==> config.mk <==
export PLATFORM = sky130hd
export DESIGN_NAME = mnde_ram
export DESIGN_NICKNAME = d
export VERILOG_FILES = /design/src/hw/rtl/mnde_ram.sv
export SDC_FILE = /design/constraint.sdc
export NUM_CORES = 2
export LEC_CHECK = 0
export BUFFER_PORTS_ARGS = -buffer_cell sky130_fd_sc_hd__buf_2
export CELL_PAD_IN_SITES_DETAIL_PLACEMENT = 1
export CELL_PAD_IN_SITES_GLOBAL_PLACEMENT = 2
export CORE_ASPECT_RATIO = 0.5
export CORE_MARGIN = 5
export CORE_UTILIZATION = 46
export DETAILED_ROUTE_END_ITERATION = 12
export GPL_ROUTABILITY_DRIVEN = 0
export HOLD_SLACK_MARGIN = 0.05
export PLACE_DENSITY = 0.76
export SLEW_MARGIN = 40
export SYNTH_ARGS = -nofsm -noshare
export SYNTH_HDL_FRONTEND = slang
export SYNTH_MEMORY_MAX_BITS = 65536
export SYNTH_SLANG_ARGS = --single-unit
==> constraint.sdc <==
create_clock -name clk -period 2.8 [get_ports clk]
set_input_delay 0.42 -clock clk [delete_from_list [all_inputs] [get_ports clk]]
set_output_delay 0.42 -clock clk [all_outputs]
set_load 0.01 [all_outputs]
==> src/hw/rtl/mnde_ram.sv <==
module mnde_ram #(
  parameter int WIDTH = 18,
  parameter int DEPTH = 256
) (
  input  logic                     clk,
  input  logic                     wr_en,
  input  logic [$clog2(DEPTH)-1:0] wr_addr,
  input  logic [WIDTH-1:0]         wr_data,
  input  logic                     rd_en,
  input  logic [$clog2(DEPTH)-1:0] rd_addr,
  output logic [WIDTH-1:0]         rd_data
);

  logic [WIDTH-1:0] mem [DEPTH];

  always_ff @(posedge clk) begin
    if (wr_en) begin
      mem[wr_addr] <= wr_data;
    end
    if (rd_en) begin
      rd_data <= mem[rd_addr];
    end
  end

endmodule

==> out/results.tsv <==
stage	metric	value	unit
clock_network	htree depth	5	
timing	# setup viols final	1	
synthesis	register area share after synthesis	77.9	%
clock_network	Worst-Skew Late Latency	0.98	ns
worst_setup_path	crit path launch	mem[187][1]	
final_layout	nets	9593	
grt	initial antenna violation count	45	
synthesis	syn avg cell area	21.5	um2
clock_network	clk root buf	clkbuf_16	
worst_setup_path	reg2reg end	rd_data[1]	
floorplanning	die area	401000	um2
worst_setup_path	CP arrival	3.53	ns
floorplanning	# rows	161	
timing	worst hold margin	0.353	ns
timing	clock skew	0.0586	ns
power_and_ir_drop	switching share of total power	21.9	%
floorplanning	Die X	891	um
power_and_ir_drop	Sw Pwr	31.1	mW
final_layout	Final Util	54.3	%
status	status	complete, but fails checks	
placed_design	PortBufs	54	
synthesis	Distinct cells, synth	40	
power_and_ir_drop	Flop pwr share	53.8	%
synthesis	Ys Warns	0	
power_and_ir_drop	Int Power	111	mW
grt	largest net degree at the start of global routing	109	
synthesis	synthesized area	178000	um2
power_and_ir_drop	Pwr Density	679	nW/um2
timing	final worst slack	-0.00333	ns
power_and_ir_drop	Worst IR Drop VDD	0.578	mV
grt	Tot GR Track Use	26.0	%
final_layout	Area growth, synth to finish	17.3	%
route	final wirelength	531000	um
worst_setup_path	critical path required time	3.53	ns
clock_network	Setup Buffers After CTS	0	
status	failing checks	negative setup slack	
grt	global route total overflow	0	
clock_network	clk buf depth	4	
placed_design	final HPWL from detailed placement	332000	um
route	ANT nets after route	0	
route	First-pass DRT Iterations	6	
timing	relative slew slack	33.5	%
route	wire per inst	35.3	um
min_path	Worst Hold Class	in -> reg	
timing	Worst Max-Slew Pin Slew	0.990	ns
worst_setup_path	CP Capture Type	register	
min_path	worst hold path startpoint	wr_addr[6]	
timing	Final Max Tran Viols	0	
floorplanning	die height	450	um
clock_network	clk sinks	4626	
floorplanning	Starting Density	46.3	%
job	maxcap violations	0	
worst_setup_path	Crit Path Class	reg -> reg	
route	routed via count	95100	
clock_network	clock-pin slew on the worst setup and hold paths	0.07	ns
worst_setup_path	Worst R2R Setup Slack	-0.003	ns
worst_setup_path	reg2reg start	mem[187][1]	
timing	min Tclk post-route	2.80	ns
power_and_ir_drop	leakage	68.0	nW
final_layout	share of cells above drive strength 1	30.6	%
clock_network	CTS tree	done	
synthesis	Post-Syn Instances	8281	
synthesis	Synth Net Count	8318	
power_and_ir_drop	combinational power share	6.1	%
clock_network	CTS buffer count	414	
timing	achievable frequency	357	MHz
timing	crit share post-route	100	%
power_and_ir_drop	Clk pwr share	40.1	%
worst_setup_path	r2r worst-path depth	7	
worst_setup_path	CP Launch Type	register	
final_layout	Filler cells	33500	
floorplanning	Core Region	386000	um2
synthesis	Yosys reg bits	4626	
route	DRC Markers	0	
route	vias per std cell	6.32	
route	First DRT Iteration DRCs	14300	
timing	final hold violations	0	
grt	vias in the first global route	97000	
worst_setup_path	Worst Setup EP	rd_data[1]	
worst_setup_path	critical path fanouts, max	1	
grt	first-pass GRT wire length	750000	um
floorplanning	# IOs	55	
==> Yosys cell counts (all sizes together) <==
cell	count	area share, %
clkinv	1	0.0021
nand4b	1	0.0049
o22ai	238	0.83
o221ai	318	1.6
nand4	27	0.095
nand3b	2	0.0084
clkbuf	228	0.48
edfxtp	4626	78
o211ai	10	0.042
a31oi	20	0.070
nor2	290	0.61
mux2i	792	4.4
a22oi	51	0.21
nor2b	8	0.028
o32a	2	0.011
mux4	864	11
or2	5	0.018
nor4	34	0.19
or3b	1	0.0049
nor3	159	0.45
buf	268	1.2
nand2b	3	0.011
or3	2	0.0070
nand2	81	0.17
a21oi	190	0.53
a22o	19	0.093
o21ai	14	0.039
inv	3	0.0063
and2	1	0.0035
nand3	23	0.065
==> registers in the layout (all words and copies together) (netlist names) <==
register  flops
rd_data      18
mem        4608
==> cell type report <==
class	instances	area, um2	share of cell area (%)
Sequential cell	4626	139000	66.4
Multi-Input combinational cell	3155	37100	17.7
Timing Repair Buffer	1355	13600	6.49
Clock buffer	498	10800	5.15
Tap cell	5134	6420	3.07
Clock inverter	257	2420	1.16
Antenna cell	17	42.5	0.0203
Inverter	4	27.5	0.0132
==> critical path, cell delays in order, from the launching register on <==
cell      delay, ns
edfxtp_1       0.37
mux4_2         0.48
mux4_2         0.52
a22oi_2        0.54
buf_12         0.17
a22o_1         0.28
buf_12         0.15
nor4_2         0.04
==> how the worst min path moves through the flow <==
stage,to,slack [ns],cells after the start
after floorplan,mem[0][0],0.52,0
after global placement,mem[254][15],0.81,1
after detailed placement,mem[253][15],0.82,1
after CTS,mem[245][7],0.27,4
after global routing,mem[245][7],0.32,4
final,mem[245][7],0.35,4
==> kinds of logic after synthesis <==
logic type      after synthesis  synth area share, %
flops                      4626                 77.9
mux                        1656                 15.4
compound gates              862                 3.40
simple gates                637                 1.66
buf+inv                     500                 1.72
==> cells in the final DEF, fill, tap and decap left out, types with 3 or more instances in the layout <==
cell / instances
a31oi_1: 18
o22ai_1: 238
bufinv_16: 42
clkinv_8: 7
a22oi_1: 44
clkbuf_16: 419
clkinvlp_4: 9
buf_12: 259
nand2_1: 79
o21ai_0: 12
nor3_1: 148
nand4_1: 27
o221ai_1: 316
diode_2: 17
buf_4: 1023
mux4_2: 864
a22o_2: 3
a22o_1: 16
nand3_2: 9
edfxtp_1: 4626
clkinv_2: 72
o211ai_1: 10
clkbuf_1: 79
buf_2: 31
nand3_1: 14
inv_6: 9
nor2b_1: 8
mux2i_1: 791
a21oi_1: 190
dlygate4sd3_1: 19
or2_2: 4
a22oi_2: 7
nor4_1: 14
nor2_2: 194
nor3_2: 10
nor4_2: 20
nor2_1: 95
clkinv_1: 113
buf_8: 20
==> what timing repair did <==
item	CTS	global route
hold buffers	19	0
pin swaps	0	3
resized for setup	10	11
setup endpoints to repair	8	8
hold endpoints to repair	870	0
==> through the flow <==
| step | setup TNS, ns | cells | instance area [um2] | setup slack [ns] | total power, mW |
|---|---|---|---|---|---|
| 3_3_place_gp | -24.20 | 14300 | 196000 | -1.31 | 86.3 |
| 6_report | -0.00333 | 15000 | 209000 | -0.00333 | 142 |
| 4_1_cts | 0 | 15000 | 209000 | 0.00790 | 143 |
| 3_5_place_dp | -23.74 | 14300 | 196000 | -1.24 | 86.5 |
| 2_1_floorplan | 0 | 8281 | 178000 | 0.128 | 81.7 |
| 5_1_grt | -0.0166 | 15000 | 209000 | -0.0166 | 146 |
==> metal layers <==
layer | track usage [%] | vias up | wire length [um]
met1 | 37.0 | 51200 | 209000
li1 | - | 37700 | -
met4 | 8.44 | 14 | 19100
met2 | 40.9 | 5256 | 249000
met5 | 0 | - | 88
met3 | 5.22 | 849 | 54200
==> power by group through the flow <==
stage                     sequential [mW]  combinational [mW]  clock, mW
after global routing                 76.4                8.99       61.0
after CTS                            76.5                8.61       57.6
after detailed placement             78.0                8.52          0
after global placement               78.0                8.30          0
final                                76.5                8.69       57.0
after floorplan                      77.9                3.81          0
Note: power is estimated with default switching activity, not from simulation.
