### src/hw/rtl/mnde_pkg.sv
package mnde_pkg;

  localparam int CFG_INDEX_W = 3;
  localparam int CFG_DATA_W  = 9;

  localparam logic [CFG_INDEX_W-1:0] CFG_EDGE_THRESHOLD       = 3'd0;
  localparam logic [CFG_INDEX_W-1:0] CFG_RIGHT_COMPARE_ENABLE = 3'd1;
  localparam logic [CFG_INDEX_W-1:0] CFG_DOWN_COMPARE_ENABLE  = 3'd2;
  localparam logic [CFG_INDEX_W-1:0] CFG_IMAGE_WIDTH          = 3'd3;
  localparam logic [CFG_INDEX_W-1:0] CFG_IMAGE_HEIGHT         = 3'd4;

  localparam logic [7:0] EDGE_THRESHOLD_RESET       = 8'd16;
  localparam logic       RIGHT_COMPARE_ENABLE_RESET = 1'b1;
  localparam logic       DOWN_COMPARE_ENABLE_RESET  = 1'b1;
  localparam logic [8:0] IMAGE_WIDTH_RESET          = 9'd176;
  localparam logic [8:0] IMAGE_HEIGHT_RESET         = 9'd144;

  typedef struct packed {
    logic [7:0] grey_value;
    logic       mask_ok;
    logic       frame_start;
  } in_item_t;

  typedef struct packed {
    logic       is_edge;
    logic [7:0] pixel_column;
    logic [7:0] pixel_row;
    logic       frame_done;
  } out_item_t;

  // one column of the line store: the two previous rows
  typedef struct packed {
    logic [7:0] grey_prev;
    logic       mask_prev;
    logic [7:0] grey_prev2;
    logic       mask_prev2;
  } line_entry_t;

  typedef struct packed {
    logic [7:0] edge_threshold;
    logic       right_compare_enable;
    logic       down_compare_enable;
  } cmp_cfg_t;

  typedef struct packed {
    logic       has_result;
    logic       interior;
    logic       frame_done;
    logic [7:0] column;
    logic [7:0] row;
  } pos_t;

endpackage

### src/hw/rtl/mnde_pos.sv
module mnde_pos import mnde_pkg::*; #(
  parameter int MAX_WIDTH  = 256,
  parameter int MAX_HEIGHT = 256
) (
  input  logic                         clk,
  input  logic                         rst,
  input  logic                         advance,
  input  logic                         frame_start,
  input  logic [8:0]                   image_width,
  input  logic [8:0]                   image_height,
  output pos_t                         pos,
  output logic [$clog2(MAX_WIDTH)-1:0] wr_addr,
  output logic [$clog2(MAX_WIDTH)-1:0] rd_addr
);

  localparam int CW  = $clog2(MAX_WIDTH);
  localparam int RW  = $clog2(MAX_HEIGHT);
  localparam int SWW = ($clog2(MAX_WIDTH + 1) > 9) ? $clog2(MAX_WIDTH + 1) : 9;
  localparam int SHW = ($clog2(MAX_HEIGHT + 1) > 9) ? $clog2(MAX_HEIGHT + 1) : 9;
  localparam int SWX = SWW + 1;

  logic [CW-1:0]  column_count, column_next;
  logic [RW-1:0]  row_count, row_next;

  logic [SWW-1:0] w_raw, w_eff, c0, c1, c_inc, rd_col;
  logic [SWX-1:0] c_plus3, w_ext;
  logic [SHW-1:0] h_raw, h_eff, r0, r1, r2, r_inc, y;

  always_comb begin
    w_raw = SWW'(image_width);
    h_raw = SHW'(image_height);
    if (w_raw < SWW'(4)) begin
      w_eff = SWW'(4);
    end else if (w_raw > SWW'(MAX_WIDTH)) begin
      w_eff = SWW'(MAX_WIDTH);
    end else begin
      w_eff = w_raw;
    end
    if (h_raw < SHW'(4)) begin
      h_eff = SHW'(4);
    end else if (h_raw > SHW'(MAX_HEIGHT)) begin
      h_eff = SHW'(MAX_HEIGHT);
    end else begin
      h_eff = h_raw;
    end

    c0 = frame_start ? '0 : SWW'(column_count);
    r0 = frame_start ? '0 : SHW'(row_count);

    // a stored position outside the current size wraps first
    if (c0 >= w_eff) begin
      c1 = '0;
      r1 = r0 + SHW'(1);
    end else begin
      c1 = c0;
      r1 = r0;
    end
    r2 = (r1 >= h_eff) ? '0 : r1;

    c_inc   = c1 + SWW'(1);
    r_inc   = r2 + SHW'(1);
    y       = r2 - SHW'(2);
    w_ext   = {1'b0, w_eff};
    c_plus3 = {1'b0, c1} + SWX'(3);

    // lookahead column three ahead, wrapping into the next line
    if (c_plus3 >= w_ext) begin
      rd_col = SWW'(c_plus3 - w_ext);
    end else begin
      rd_col = SWW'(c_plus3);
    end

    pos.has_result = (r2 >= SHW'(2));
    pos.interior   = (c_plus3 < w_ext) && (r_inc < h_eff);
    pos.frame_done = (c1 == w_eff - SWW'(1)) && (r2 == h_eff - SHW'(1));
    pos.column     = c1[7:0];
    pos.row        = y[7:0];

    wr_addr = c1[CW-1:0];
    rd_addr = rd_col[CW-1:0];

    if (c_inc >= w_eff) begin
      column_next = '0;
      row_next    = (r_inc >= h_eff) ? '0 : r_inc[RW-1:0];
    end else begin
      column_next = c_inc[CW-1:0];
      row_next    = r2[RW-1:0];
    end
  end

  always_ff @(posedge clk) begin
    if (rst) begin
      column_count <= '0;
      row_count    <= '0;
    end else if (advance) begin
      column_count <= column_next;
      row_count    <= row_next;
    end
  end

endmodule

### config.mk
export PLATFORM = sky130hd
export DESIGN_NAME = mnde_pos
export DESIGN_NICKNAME = d
export VERILOG_FILES = /design/src/hw/rtl/mnde_pkg.sv /design/src/hw/rtl/mnde_pos.sv
export SDC_FILE = /design/constraint.sdc
export NUM_CORES = 1
export LEC_CHECK = 0
export BUFFER_PORTS_ARGS = -buffer_cell sky130_fd_sc_hd__buf_4
export CAP_MARGIN = 0
export CORE_MARGIN = 3
export CORE_UTILIZATION = 50
export DETAILED_ROUTE_END_ITERATION = 8
export PLACE_DENSITY = 0.72
export SYNTH_ARGS = -nofsm -noshare
export SYNTH_HDL_FRONTEND = slang
export SYNTH_SLANG_ARGS = --single-unit
### constraint.sdc
create_clock -name clk -period 11.64 [get_ports clk]
set_input_delay 0.582 -clock clk [delete_from_list [all_inputs] [get_ports clk]]
set_output_delay 0.582 -clock clk [all_outputs]
set_load 0.05 [all_outputs]
==> metrics.md <==
| Metric | Value |
|---|---|
| Syn nets | 601 |
| Initial Util | 0.533 |
| CP dominant cell by count | ha_1 |
| Synthesized flop and latch total | 16 |
| Outcome | complete, no violations |
| Unique masters post-synth | 69 |
| Worst-Margin Slew | 0.906 ns |
| First-pass GRT wire length | 18100 um |
| Top post-synthesis cells by count | 65 x nand2_1, 52 x ha_1, 37 x nor2_1 |
| Post-CTS Setup Bufs | 0 |
| Post-synth EDFFs | 0 |
| Iteration-0 DRC Markers | 435 |
| Crit Path Max Fanout | 18 |
| GRT overflow | 0 |
| Most used DFF post-synth | dfxtp_1 |
| Setup CP Type | input pin to flip-flop |
| Share of cells above drive strength 1 | 0.159 |
| H-Tree Depth | 1 |
| Setup TNS | 0 ns |
| Nets@finish | 642 |
| Power per Cell Area | 58.8 nW/um^2 |
| Drt wl/cell | 17.2 um |
| Sequential area share after synthesis | 0.0856 |
| Post-CTS Resized | 0 |
| Routed WL | 11400 um |
| Core area | 7020 sq um |
| Hold Vio Cnt, Final | 0 |
| Initial antenna violation count | 0 |
| TritonCTS clock tree | built |
| Final slew viol count | 0 |
| Clock latency on the worst-skew pair | 0.24 ns |
| PortBufs | 56 |
| RSZ-0062 raised after global routing | no |
| Root Driver | clkbuf_8 |
| Mean post-synth cell area | 7.11 sq um |
| FMAX | 123 MHz |
| DP HPWL | 9310 um |
| Vias per cell | 6.18 |
| Slew HR | 0.392 |
| Critical path arrival | 8.26 ns |
| Most common cell in the netlist | nand2_1 |
| First-pass DRT Iterations | 5 |
| CP top delay family | simple AND/OR/NAND/NOR gates |
| Vias in the first global route | 3676 |
| Total of max-cap violations | 0 |
| Crit path time final | 8.10 ns |
| Area Overhead vs Synth | 13.5% |
| GP Congestion | 1.01 |
| PnR Total Power | 250 uW |
| Worst Path Required | 11.80 ns |
| CP max stage delay | 0.61 ns |
| Die height | 92.5 um |
| Maximum vdd drop | 0.0700 mV |
| P_leak | 0.00189 uW |
| Post-synth ARST share | 0 |
| Die Area | 8560 sq um |
| IO Pins | 57 |
| Yosys warns | 0 |
| Element type at the critical path end | flip-flop |
| Synth area leaders | ha_1 17%, dfxtp_1 8.6%, xnor2_1 6.8% |
| Mapped Area | 3740 sq um |
| CTS Buf Count | 3 |
| Hold-fix buffers, CTS | 0 |
| Post-synth top area cell | ha_1 |
| Share of the synthesized area in the top cell type | 0.174 |
| Hold WC Path Type | flip-flop to flip-flop |
| Final number of setup-violating endpoints | 0 |
| Tot GR Track Use | 0.257 |
| Synthesized netlist cell count | 526 |
| Number of cell rows | 30 |
| Final period utilization | 0.696 |
| CTS clk-pin slew, worst paths | 0.06 ns |
| Chip width | 92.5 um |
| Vias | 4094 |
| DRC | 0 |
| Startpoint types | input pin |
| Critical-path top delay cell | or4_4 |
| WP buf/inv | 2 |
| Clock Path Buffers | 2 |
| Antenna viol nets, final | 0 |
| Final Skew | 0.00476 ns |
| Inserted Diodes | 0 |
| CTS sink count | 16 |
| Largest net degree at the start of global routing | 25 |
==> state kept, by name (all words and copies together) (netlist names) <==
signal,flops
column_count,8
row_count,8
==> final cells by class <==
cell class	count	area, sq um
clock buffers	4	55.1
multi-input cells	451	3170
well taps	96	120
inverters	35	131
flip-flops and latches	16	320
repair buffers	60	450
fillers	669	2770
==> cells by family (layout without fill, tap and decap cells) <==
group / count (synthesis) / count (layout) / synth area share
adders and majority gates: 53 / 53 / 0.179
AOI/OAI and AO/OA: 122 / 122 / 0.233
xor gates and xnor gates: 40 / 40 / 0.0936
DFF: 16 / 16 / 0.0856
and+or+nand+nor: 225 / 225 / 0.307
muxes: 11 / 11 / 0.0321
buffers and inverters: 59 / 99 / 0.0689
==> layout by cell type, fill, tap and decap left out, types with 4 or more instances in the layout <==
cell type / Yosys / final
a21o_1: 10 / 10
nand2_1: 65 / 65
nand3_1: 26 / 26
xor2_1: 11 / 11
buf_4: 9 / 60
nor4_1: 7 / 7
xnor2_1: 29 / 29
o21ai_0: 22 / 22
a311oi_1: 7 / 7
ha_1: 52 / 52
or3_1: 4 / 4
o21a_1: 7 / 7
mux2_2: 8 / 8
clkbuf_8: 0 / 4
a31oi_1: 4 / 4
nand4_1: 12 / 12
and3_1: 5 / 5
a21oi_1: 28 / 28
nor2_1: 37 / 37
nor3_1: 24 / 24
inv_1: 34 / 34
dfxtp_1: 16 / 16
o21ai_1: 4 / 4
nor2b_1: 14 / 14
a211oi_1: 9 / 8
nand2b_1: 7 / 7
==> power by group <==
part	total, uW	internal, uW	switching [uW]
sequential	59.2	56.7	2.52
clock	47.8	29.9	17.9
combinational	143	50.7	91.9
total	250	137	112
==> layer usage <==
metal	wire length (um)	vias to the layer above	track usage
met5	0	-	0
met4	116	0	0.0495
met3	987	18	0.0374
met2	4880	185	0.387
met1	5420	1895	0.387
li1	-	1996	-
==> final timing paths <==
kind	slack, ns	depth (start not counted)	startpoint	to
worst max-delay path	3.54	29	image_width[7]	row_count[5]
worst max register to register	4.18	27	column_count[0]	row_count[5]
worst min register to register	0.50	2	row_count[1]	row_count[1]
worst min-delay path	0.50	2	row_count[1]	row_count[1]
==> per-stage QoR <==
step	hold slack (ns)	cell area [sq um]	instances	worst slack, ns	util
2_1_floorplan	0.459	3740	526	3.34	-
6_report	0.500	4250	662	3.54	0.605
3_3_place_gp	0.486	4190	658	3.74	0.597
3_5_place_dp	0.494	4190	658	3.52	0.597
4_1_cts	0.506	4250	662	3.71	0.605
5_1_grt	0.556	4250	662	2.97	0.605
==> tightest hold or removal path: cells and delay by family (launching register included) <==
kind | cells | cell delay [ns]
flops | 1 | 0.32
compound gates | 1 | 0.05
simple gates | 1 | 0.08
No activity file was read; power rests on OpenSTA's default activity.
