## src/hw/rtl/mnde_pkg.sv

```systemverilog
package mnde_pkg;

  localparam int CFG_INDEX_W = 3;
  localparam int CFG_DATA_W  = 9;

  localparam logic [CFG_INDEX_W-1:0] CFG_EDGE_THRESHOLD       = 3'd0;
  localparam logic [CFG_INDEX_W-1:0] CFG_RIGHT_COMPARE_ENABLE = 3'd1;
  localparam logic [CFG_INDEX_W-1:0] CFG_DOWN_COMPARE_ENABLE  = 3'd2;
  localparam logic [CFG_INDEX_W-1:0] CFG_IMAGE_WIDTH          = 3'd3;
  localparam logic [CFG_INDEX_W-1:0] CFG_IMAGE_HEIGHT         = 3'd4;

  localparam logic [7:0] EDGE_THRESHOLD_RESET       = 8'd16;
  localparam logic       RIGHT_COMPARE_ENABLE_RESET = 1'b1;
  localparam logic       DOWN_COMPARE_ENABLE_RESET  = 1'b1;
  localparam logic [8:0] IMAGE_WIDTH_RESET          = 9'd176;
  localparam logic [8:0] IMAGE_HEIGHT_RESET         = 9'd144;

  typedef struct packed {
    logic [7:0] grey_value;
    logic       mask_ok;
    logic       frame_start;
  } in_item_t;

  typedef struct packed {
    logic       is_edge;
    logic [7:0] pixel_column;
    logic [7:0] pixel_row;
    logic       frame_done;
  } out_item_t;

  // one column of the line store: the two previous rows
  typedef struct packed {
    logic [7:0] grey_prev;
    logic       mask_prev;
    logic [7:0] grey_prev2;
    logic       mask_prev2;
  } line_entry_t;

  typedef struct packed {
    logic [7:0] edge_threshold;
    logic       right_compare_enable;
    logic       down_compare_enable;
  } cmp_cfg_t;

  typedef struct packed {
    logic       has_result;
    logic       interior;
    logic       frame_done;
    logic [7:0] column;
    logic [7:0] row;
  } pos_t;

endpackage

```

## src/hw/rtl/mnde_edge.sv

```systemverilog
module mnde_edge import mnde_pkg::*; (
  input  cmp_cfg_t    cfg,
  input  line_entry_t tap_x0,
  input  line_entry_t tap_x1,
  input  line_entry_t tap_x2,
  input  logic        mask_cur,
  input  logic        interior,
  output logic        is_edge
);

  logic [7:0] centre, right, below, diff_right, diff_down;
  logic       mask_all, right_hit, down_hit;

  always_comb begin
    centre = tap_x0.grey_prev2;
    right  = tap_x1.grey_prev2;
    below  = tap_x0.grey_prev;

    diff_right = (centre > right) ? (centre - right) : (right - centre);
    diff_down  = (centre > below) ? (centre - below) : (below - centre);

    mask_all = tap_x0.mask_prev2 && tap_x1.mask_prev2 && tap_x2.mask_prev2 &&
               tap_x0.mask_prev && mask_cur;

    right_hit = cfg.right_compare_enable && (diff_right > cfg.edge_threshold);
    down_hit  = cfg.down_compare_enable && (diff_down > cfg.edge_threshold);

    is_edge = interior && mask_all && (right_hit || down_hit);
  end

endmodule

```

## config.mk

```make
export PLATFORM = sky130hd
export DESIGN_NAME = mnde_edge
export DESIGN_NICKNAME = d
export VERILOG_FILES = /design/src/hw/rtl/mnde_pkg.sv /design/src/hw/rtl/mnde_edge.sv
export SDC_FILE = /design/constraint.sdc
export NUM_CORES = 1
export LEC_CHECK = 0
export ABC_CLOCK_PERIOD_IN_PS = 3570
export BUFFER_PORTS_ARGS = -buffer_cell sky130_fd_sc_hd__buf_2
export CORE_MARGIN = 2
export CORE_UTILIZATION = 35
export DETAILED_ROUTE_END_ITERATION = 6
export GPL_ROUTABILITY_DRIVEN = 0
export GPL_TIMING_DRIVEN = 0
export MAX_ROUTING_LAYER = met4
export PLACE_DENSITY = 0.65
export SYNTH_ARGS = -nofsm -noshare
export SYNTH_HDL_FRONTEND = slang
export SYNTH_SLANG_ARGS = --single-unit
```

## constraint.sdc

```tcl
create_clock -name vclk -period 3.57
set_clock_uncertainty 0.05 [all_clocks]
set_input_delay 0.1785 -clock vclk [all_inputs]
set_output_delay 0.1785 -clock vclk [all_outputs]
set_load 0.005 [all_outputs]
```

==> flow_metrics.tcl, run 1 <==
set metrics [dict create \
    io_pins 67 \
    yosysSeqAreaShare_pct 0 \
    setup_viol 0 \
    postCtsSetupBuffers 0 \
    synth.top_cell.area_share_pct 33.9 \
    fin_crit_sh_pct 89.5 \
    criticalPathCategory "in2out" \
    post_cts_resized 0 \
    p_per_area_nw_per_um2 184 \
    drive_gt1_share_pct 21.3 \
    status "complete, no violations" \
    coreArea_um2 4690 \
    start_util_pct 36.2 \
    max_freq_mhz 313 \
    cts_hold_buf 0 \
    die-area_um2 5420 \
    fin_tns_setup_ns 0 \
    layout.nets 376 \
    yosysMostFrequentCell "ha_1" \
    synth_area_leaders "ha_1 (34%), inv_1 (7.5%), mux2i_1 (7.1%), a21oi_1 (5.3%), fa_1 (4.7%)" \
    worst_ep_required_time_ns 3.34 \
    seq_cell_count 0 \
    grt_overflow 0 \
    routed_via_density 5.29 \
    end_kind "output pin" \
    relSlewSlack_pct 67.4 \
    syn_area_um2 1700 \
    area_delta_synth_final_pct 16.1 \
    wl_um 3940 \
    syn_avg_cell_area_um2 7.82 \
    fin_crit_ns 3.20 \
    finalHoldViolations 0 \
    cap_violations 0 \
    wl_per_cell_um 12.6 \
    synth_common_cells "ha_1 (46), inv_1 (34), a21oi_1 (18)" \
    drcViolationCount 0 \
    vias 1649 \
    ant_nets 0 \
    slew_violations 0 \
    clkbuf_count 0 \
    n_antenna_cell 0 \
    drt_iter0_markers 85 \
    startpoint_type "primary input" \
    antenna_found_initial 0 \
    register_area_um2 0 \
    ir_drop_mv 0.0404 \
    worstHoldPathType "in2out" \
    rows 25 \
    ys_types 29 \
    path_max_fanout 7 \
    grt_pass1_wl_um 6370 \
    crit_arrival_ns 2.97 \
    grt_pass1_vias 1483 \
    die_width_um 73.6 \
    place_inst 312 \
    stdcell_count 312 \
    synth_warnings 0 \
    synth_top_area_cell "ha_1" \
    power.leakage_uw 0.00108 \
    die_h_um 73.6 \
    dr.pass1.iters 6 \
    numPortBuffers 41 \
    dp_hpwl_um 3540 \
    syn_inst 217 \
    tightest_slew_ns 0.484 \
    track_usage_pct 14.6 \
    rsz0062_at_grt "no" \
    grt_start_max_net_pins 11 \
    syn_nets 333 \
]
metal layers:
| metal | up-vias | global-route usage, % | share of wire (%) |
|---|---|---|---|
| li1 | 856 | - | - |
| met1 | 741 | 17.6 | 46 |
| met2 | 44 | 27.8 | 51 |
| met3 | 8 | 0.412 | 2.9 |
| met4 | 0 | 1.41 | 0.66 |
| met5 | - | - | 0 |
critical path, cell delays in order:
cell,delay (ns)
buf_2,0.11
inv_1,0.08
ha_1,0.17
inv_1,0.06
fa_1,0.39
nand3_1,0.11
a21oi_1,0.07
o22a_1,0.18
buf_6,0.14
mux2i_1,0.17
xor2_1,0.20
ha_1,0.27
a21o_1,0.18
a21o_1,0.17
a211oi_1,0.24
o22ai_1,0.11
buf_2,0.13
power breakdown:
part | total (uW) | switching [uW] | internal, uW
sequential | 0 | 0 | 0
combinational | 363 | 192 | 171
clock | 0 | 0 | 0
total | 363 | 192 | 171
cell usage in the layout, fill, tap and decap left out, drive strengths merged:
cell type and n:
nand3b 1, o22ai 1, nor2b 2, a311oi 4
a31oi 4, xor2 6, mux2 2, nor2 5
a21o 10, nand3 2, a211oi 8, a21oi 18
xnor2 6, buf 51, nand4 9, inv 34
o21bai 2, ha 46, o211ai 4, and3 2
o21ai 13, nand2 8, o22a 2, mux2i 12
fa 4, and2 2
path summary, 6_finish.rpt:
path                   from  slack [ns]       to  depth (start not counted)
hold / removal       cfg[0]        0.68  is_edge                          4
setup / recovery  tap_x0[1]        0.37  is_edge                         17
logic make-up (layout without fill, tap and decap cells):
kind of cell / count (synthesis) / in the layout / share of synthesized area (%)
compound gates: 66 / 66 / 25.3
xor+xnor: 12 / 12 / 6.19
fa+ha+maj: 50 / 50 / 38.6
buf+inv: 44 / 85 / 12.0
mux: 14 / 14 / 8.41
simple gates: 31 / 31 / 9.44
stage by stage:
stage	power, uW	hold WS, ns	setup WS [ns]	util [%]	area (um^2)
after floorplan	271	0.459	0.843	-	1700
after global placement	359	0.680	0.326	42.0	1970
after detailed placement	363	0.681	0.347	42.0	1970
after CTS	365	0.681	0.335	42.0	1970
after global routing	411	0.701	0.143	42.0	1970
final	363	0.675	0.373	42.0	1970
layout make-up:
cell class / instances / area, um^2
fill: 517 / 2720
multi-input combinational: 173 / 1490
inverter: 34 / 128
timing repair buffer: 41 / 205
buffer: 10 / 76.3
tap: 54 / 67.6
Power figures use the tool's default switching activity.
==> run 2, diff against run 1 <==
--- a/config.mk
+++ b/config.mk
@@ -5,6 +5,7 @@
 export SDC_FILE = /design/constraint.sdc
 export NUM_CORES = 1
 export LEC_CHECK = 0
+export ABC_AREA = 1
 export ABC_CLOCK_PERIOD_IN_PS = 3570
 export BUFFER_PORTS_ARGS = -buffer_cell sky130_fd_sc_hd__buf_2
 export CORE_MARGIN = 2
@@ -13,7 +14,7 @@
 export GPL_ROUTABILITY_DRIVEN = 0
 export GPL_TIMING_DRIVEN = 0
 export MAX_ROUTING_LAYER = met4
-export PLACE_DENSITY = 0.65
+export PLACE_DENSITY = 0.62
 export SYNTH_ARGS = -nofsm -noshare
 export SYNTH_HDL_FRONTEND = slang
 export SYNTH_SLANG_ARGS = --single-unit
==> run 2 against run 1 <==
Synthesized cell count increased by 76%. Hold slack worse by 0.049 ns. Fmax grew 9.8%. Die area increased by 26%. First-iteration DRC count fell by 7.1%. Clock-buffer cell count did not move. Sequential share of layout area unchanged. Combinational power rose by 22%. Wire length increased by 28%. Cell count rose by 60%. Largest cell class unchanged.
==> flow_metrics.tcl, run 2 <==
set metrics [dict create \
    status "complete, no violations" \
    die-area_um2 6820 \
    dp_hpwl_um 4570 \
    startpoint_type "primary input" \
    area_delta_synth_final_pct 13.8 \
    final_core_util_pct 41.3 \
    max_freq_mhz 343 \
    holdWs_ns 0.626 \
    routed_via_density 4.44 \
    postCtsSetupBuffers 0 \
    register_area_um2 0 \
    wl_per_cell_um 10.1 \
    cts_hold_buf 0 \
    setup_viol 0 \
    grt_overflow 0 \
    grt_start_max_net_pins 9 \
    fin_tns_setup_ns 0 \
    drive_gt1_share_pct 15.6 \
    grt_pass1_vias 1949 \
    vias 2218 \
    end_kind "output pin" \
    fin_total_pwr_uw 444 \
    fillers 685 \
    syn_area_um2 2160 \
    ant_nets 0 \
    place_inst 499 \
    criticalPathCategory "in2out" \
    track_usage_pct 15.9 \
    hold_end "is_edge" \
    die_h_um 82.6 \
    synth_common_cells "nand2_1 (149), inv_1 (90), ha_1 (46)" \
    yosysMostFrequentCell "nand2_1" \
    grt_pass1_wl_um 8470 \
    seq_cell_count 0 \
    stdcell_count 499 \
    drcViolationCount 0 \
    synth_warnings 0 \
    n_antenna_cell 0 \
    fin_crit_ns 2.91 \
    io_pins 67 \
    drt_iter0_markers 79 \
    multi_input_area_um2 1780 \
    min_from "tap_x0[9]" \
    rows 28 \
    power.leakage_uw 0.00162 \
    layout.nets 542 \
    layout_commonest_cell "nand2_1" \
    fin_crit_sh_pct 81.6 \
    wl_um 5060 \
    final_cell_mix "nand2_1 (149), inv_1 (90), ha_1 (46)" \
    start_util_pct 36.3 \
    ir_drop_mv 0.0631 \
    crit_arrival_ns 2.68 \
    tightest_slew_ns 0.255 \
    worstHoldPathType "in2out" \
    p_per_area_nw_per_um2 180 \
    synth.top_cell.area_share_pct 26.6 \
    cap_violations 0 \
    syn_avg_cell_area_um2 5.65 \
    syn_inst 383 \
    yosysSeqAreaShare_pct 0 \
    synth_area_leaders "ha_1 (27%), nand2_1 (26%), inv_1 (16%), nand3_1 (5.1%), a21oi_1 (4.4%)" \
    clkbuf_count 0 \
    ys_types 25 \
    slew_violations 0 \
    rsz0062_at_grt "no" \
    antenna_found_initial 0 \
    coreArea_um2 5960 \
    dr.pass1.iters 4 \
    worstHoldPathCells 4 \
    syn_nets 499 \
    path_max_fanout 7 \
    relSlewSlack_pct 83.0 \
    post_cts_resized 0 \
    die_width_um 82.6 \
    finalHoldViolations 0 \
    worst_ep_required_time_ns 3.34 \
    numPortBuffers 41 \
    synth_top_area_cell "ha_1" \
]
-- run 2: cell count changes after synthesis, moves of 4 or more --
cell,delta
a311oi_1,-4
mux2i_1,-12
o21ai_0,-13
a211oi_1,-6
nand2_1,+141
nand4_1,-6
a21o_1,-9
nand3_1,+20
inv_1,+56
nand2_2,+7
o211ai_1,-4
-- run 2: cell families (layout without fill, tap and decap cells) --
kind of cell,after synthesis,after routing,synth area share (%)
adders and majority gates,50,50,30.3
buffers and inverters,97,138,17.5
and+or+nand+nor,193,193,37.0
xor gates and xnor gates,12,12,4.86
AOI/OAI and AO/OA,31,31,10.3
-- run 2: layout make-up --
class                           instances  area share, %
Buffer                                  5           1.32
Inverter                               92           14.0
Multi-Input combinational cell        286           72.5
Tap cell                               75           3.81
Timing Repair Buffer                   41           8.34
-- run 2: per-layer routing --
layer,share of wire (%),vias to the layer above,GRT usage [%]
met1,52,941,21.6
met5,0,-,-
li1,-,1236,-
met4,0,0,0
met3,4.0,0,0.217
met2,44,41,28.2
-- run 2: worst max-delay path by stage --
stage,from,endpoint,slack (ns),depth (start not counted)
global placement,tap_x0[1],is_edge,0.71,21
CTS,tap_x0[1],is_edge,0.65,21
detailed placement,tap_x0[1],is_edge,0.66,21
global route,tap_x0[1],is_edge,0.44,21
finish,tap_x0[1],is_edge,0.66,21
floorplan,tap_x0[1],is_edge,1.18,18
-- run 2: power breakdown --
part	leakage (uW)	switching [uW]	internal, uW
clock network	0	0	0
logic	0.00162	265	179
registers	0	0	0
total	0.00162	265	179
-- run 2: worst max-delay path, stage by stage --
cell and delay, ns:
buf_2 0.13, inv_1 0.09, ha_1 0.15, inv_1 0.06
fa_1 0.41, nand3_1 0.09, nand2_1 0.13, nand2_2 0.12
nand2_1 0.09, o21ai_4 0.11, nand2_1 0.08, nand2_1 0.06
inv_1 0.05, ha_1 0.28, nand2_1 0.07, nor2_1 0.16
nand2_1 0.07, nand2_1 0.06, nand2_1 0.05, a21oi_1 0.11
buf_2 0.12
-- run 2: stage by stage --
| stage | setup WS (ns) | instance area, um^2 |
|---|---|---|
| 6_report | 0.657 | 2460 |
| 5_1_grt | 0.442 | 2460 |
| 4_1_cts | 0.648 | 2460 |
| 3_5_place_dp | 0.659 | 2460 |
| 3_3_place_gp | 0.715 | 2460 |
| 2_1_floorplan | 1.18 | 2160 |
==> run 3, diff against run 2 <==
--- a/config.mk
+++ b/config.mk
@@ -6,7 +6,7 @@
 export NUM_CORES = 1
 export LEC_CHECK = 0
 export ABC_AREA = 1
-export ABC_CLOCK_PERIOD_IN_PS = 3570
+export ABC_CLOCK_PERIOD_IN_PS = 2530
 export BUFFER_PORTS_ARGS = -buffer_cell sky130_fd_sc_hd__buf_2
 export CORE_MARGIN = 2
 export CORE_UTILIZATION = 35
@@ -14,7 +14,7 @@
 export GPL_ROUTABILITY_DRIVEN = 0
 export GPL_TIMING_DRIVEN = 0
 export MAX_ROUTING_LAYER = met4
-export PLACE_DENSITY = 0.62
+export PLACE_DENSITY = 0.64
 export SYNTH_ARGS = -nofsm -noshare
 export SYNTH_HDL_FRONTEND = slang
 export SYNTH_SLANG_ARGS = --single-unit
==> constraint.sdc (replaced) <==
create_clock -name vclk -period 2.53
set_clock_uncertainty 0.05 [all_clocks]
set_input_delay 0.1265 -clock vclk [all_inputs]
set_output_delay 0.1265 -clock vclk [all_outputs]
set_load 0.005 [all_outputs]
==> run 3 against run 2 <==
Hold slack got worse by 0.10 ns. Sequential share of layout area unchanged. First-iteration DRC count increased by 1.3%.
==> flow_metrics.tcl, run 3 (synthesized netlist as in run 2, its figures left out) <==
set metrics [dict create \
    status "complete, no violations" \
    grt_pass1_wl_um 9150 \
    slew_violations 0 \
    grt_start_max_net_pins 9 \
    n_antenna_cell 0 \
    layout_commonest_cell "nand2_1" \
    criticalPathCategory "in2out" \
    end_kind "output pin" \
    rsz0062_at_grt "yes" \
    ir_drop_mv 0.132 \
    finalHoldViolations 0 \
    grt_pass1_vias 2207 \
    cpPeakStageDelay_ns 0.28 \
    start_util_pct 36.3 \
    clkbuf_count 0 \
    wl_per_cell_um 11.7 \
    multi_input_area_um2 2230 \
    grt_overflow 0 \
    register_area_um2 0 \
    critPathSlowestCell "ha_1" \
    max_freq_mhz 398 \
    drt_iter0_markers 80 \
    ant_nets 0 \
    drive_gt1_share_pct 34.8 \
    fin_tns_setup_ns 0 \
    seq_cell_count 0 \
    cap_violations 0 \
    crit_arrival_ns 2.34 \
    numPortBuffers 41 \
    crit_chain "buf_4 -> inv_2 -> ha_4 -> buf_6 -> a21oi_2 -> nand2_1 -> buf_4 -> xnor2_1 -> nand2_1 -> nand2_1 -> inv_1 -> ha_1 -> nand2_1 -> inv_1 -> nand2_1 -> nand2_1 -> nand2_1 -> nand2_1 -> nand2_1 -> a21oi_1 -> buf_2" \
    dr.pass1.iters 6 \
    wl_met3_um 270 \
    cts_hold_buf 0 \
    relSlewSlack_pct 83.6 \
    pre_cts_ws_ns -0.283 \
    vias 2365 \
    power.leakage_uw 0.00174 \
    dr_wl_met2_um 2930 \
    tightest_slew_ns 0.246 \
    routed_via_density 4.59 \
    fin_crit_sh_pct 99.4 \
    area_delta_synth_final_pct 42.6 \
    top_layer "met4" \
    startpoint_type "primary input" \
    coreArea_um2 5960 \
    worst_ep_required_time_ns 2.35 \
    fillers 620 \
    path_buf_inv 7 \
    met1_length_um 2810 \
    rows 28 \
    die_width_um 82.6 \
    dp_hpwl_um 4590 \
    layout.nets 558 \
    wl_um 6020 \
    drcViolationCount 0 \
    p_per_area_nw_per_um2 285 \
    antenna_found_initial 0 \
    track_usage_pct 17.3 \
    setup_viol 0 \
    critPathTopFamily "buffers and inverters" \
    crit_top_cell "nand2_1" \
    path_max_fanout 8 \
    die_h_um 82.6 \
    die-area_um2 6820 \
    fin_crit_ns 2.51 \
    io_pins 67 \
    layout_setup_ws_ns 0.0158 \
    worstHoldPathType "in2out" \
    final_cell_mix "nand2_1 (135), inv_1 (72), buf_2 (37)" \
]
run 3: what timing repair did:
item                                    4_1_cts  5_1_grt
pin swaps                                    29       37
gates resized for setup                      44       72
endpoints found under the setup margin        1        1
buffers inserted                              7        9
hold endpoints to repair                      0        0
run 3: power breakdown:
group          internal [uW]  switching (uW)
Sequential                 0               0
Clock                      0               0
Combinational            388             489
Total                    388             489
run 3: metrics by stage:
stage,util [%],cells,instance area [um^2],power (uW),hold WS (ns)
after floorplan,-,383,2160,482,0.301
after global placement,41.3,499,2460,615,0.525
after detailed placement,41.3,499,2460,630,0.519
after CTS,45.0,506,2680,714,0.524
after global routing,51.8,515,3080,988,0.547
final,51.8,515,3080,877,0.521
run 3: cell type report:
type	count	share of cell area [%]
Inverter	92	11.7
Multi-Input combinational cell	286	72.3
Timing Repair Buffer	57	11.1
Tap cell	75	3.04
Buffer	5	1.83
run 3: worst paths after layout:
check	from	endpoint	slack (ns)	cells after the start
setup / recovery	tap_x0[3]	is_edge	0.02	21
hold / removal	interior	is_edge	0.52	4
run 3: per-layer routing:
metal / vias to the layer above / global-route usage (%)
li1: 1267 / -
met1: 1037 / 22.6
met2: 59 / 31.3
met3: 2 / 0.326
met4: 0 / 0.820
met5: - / -
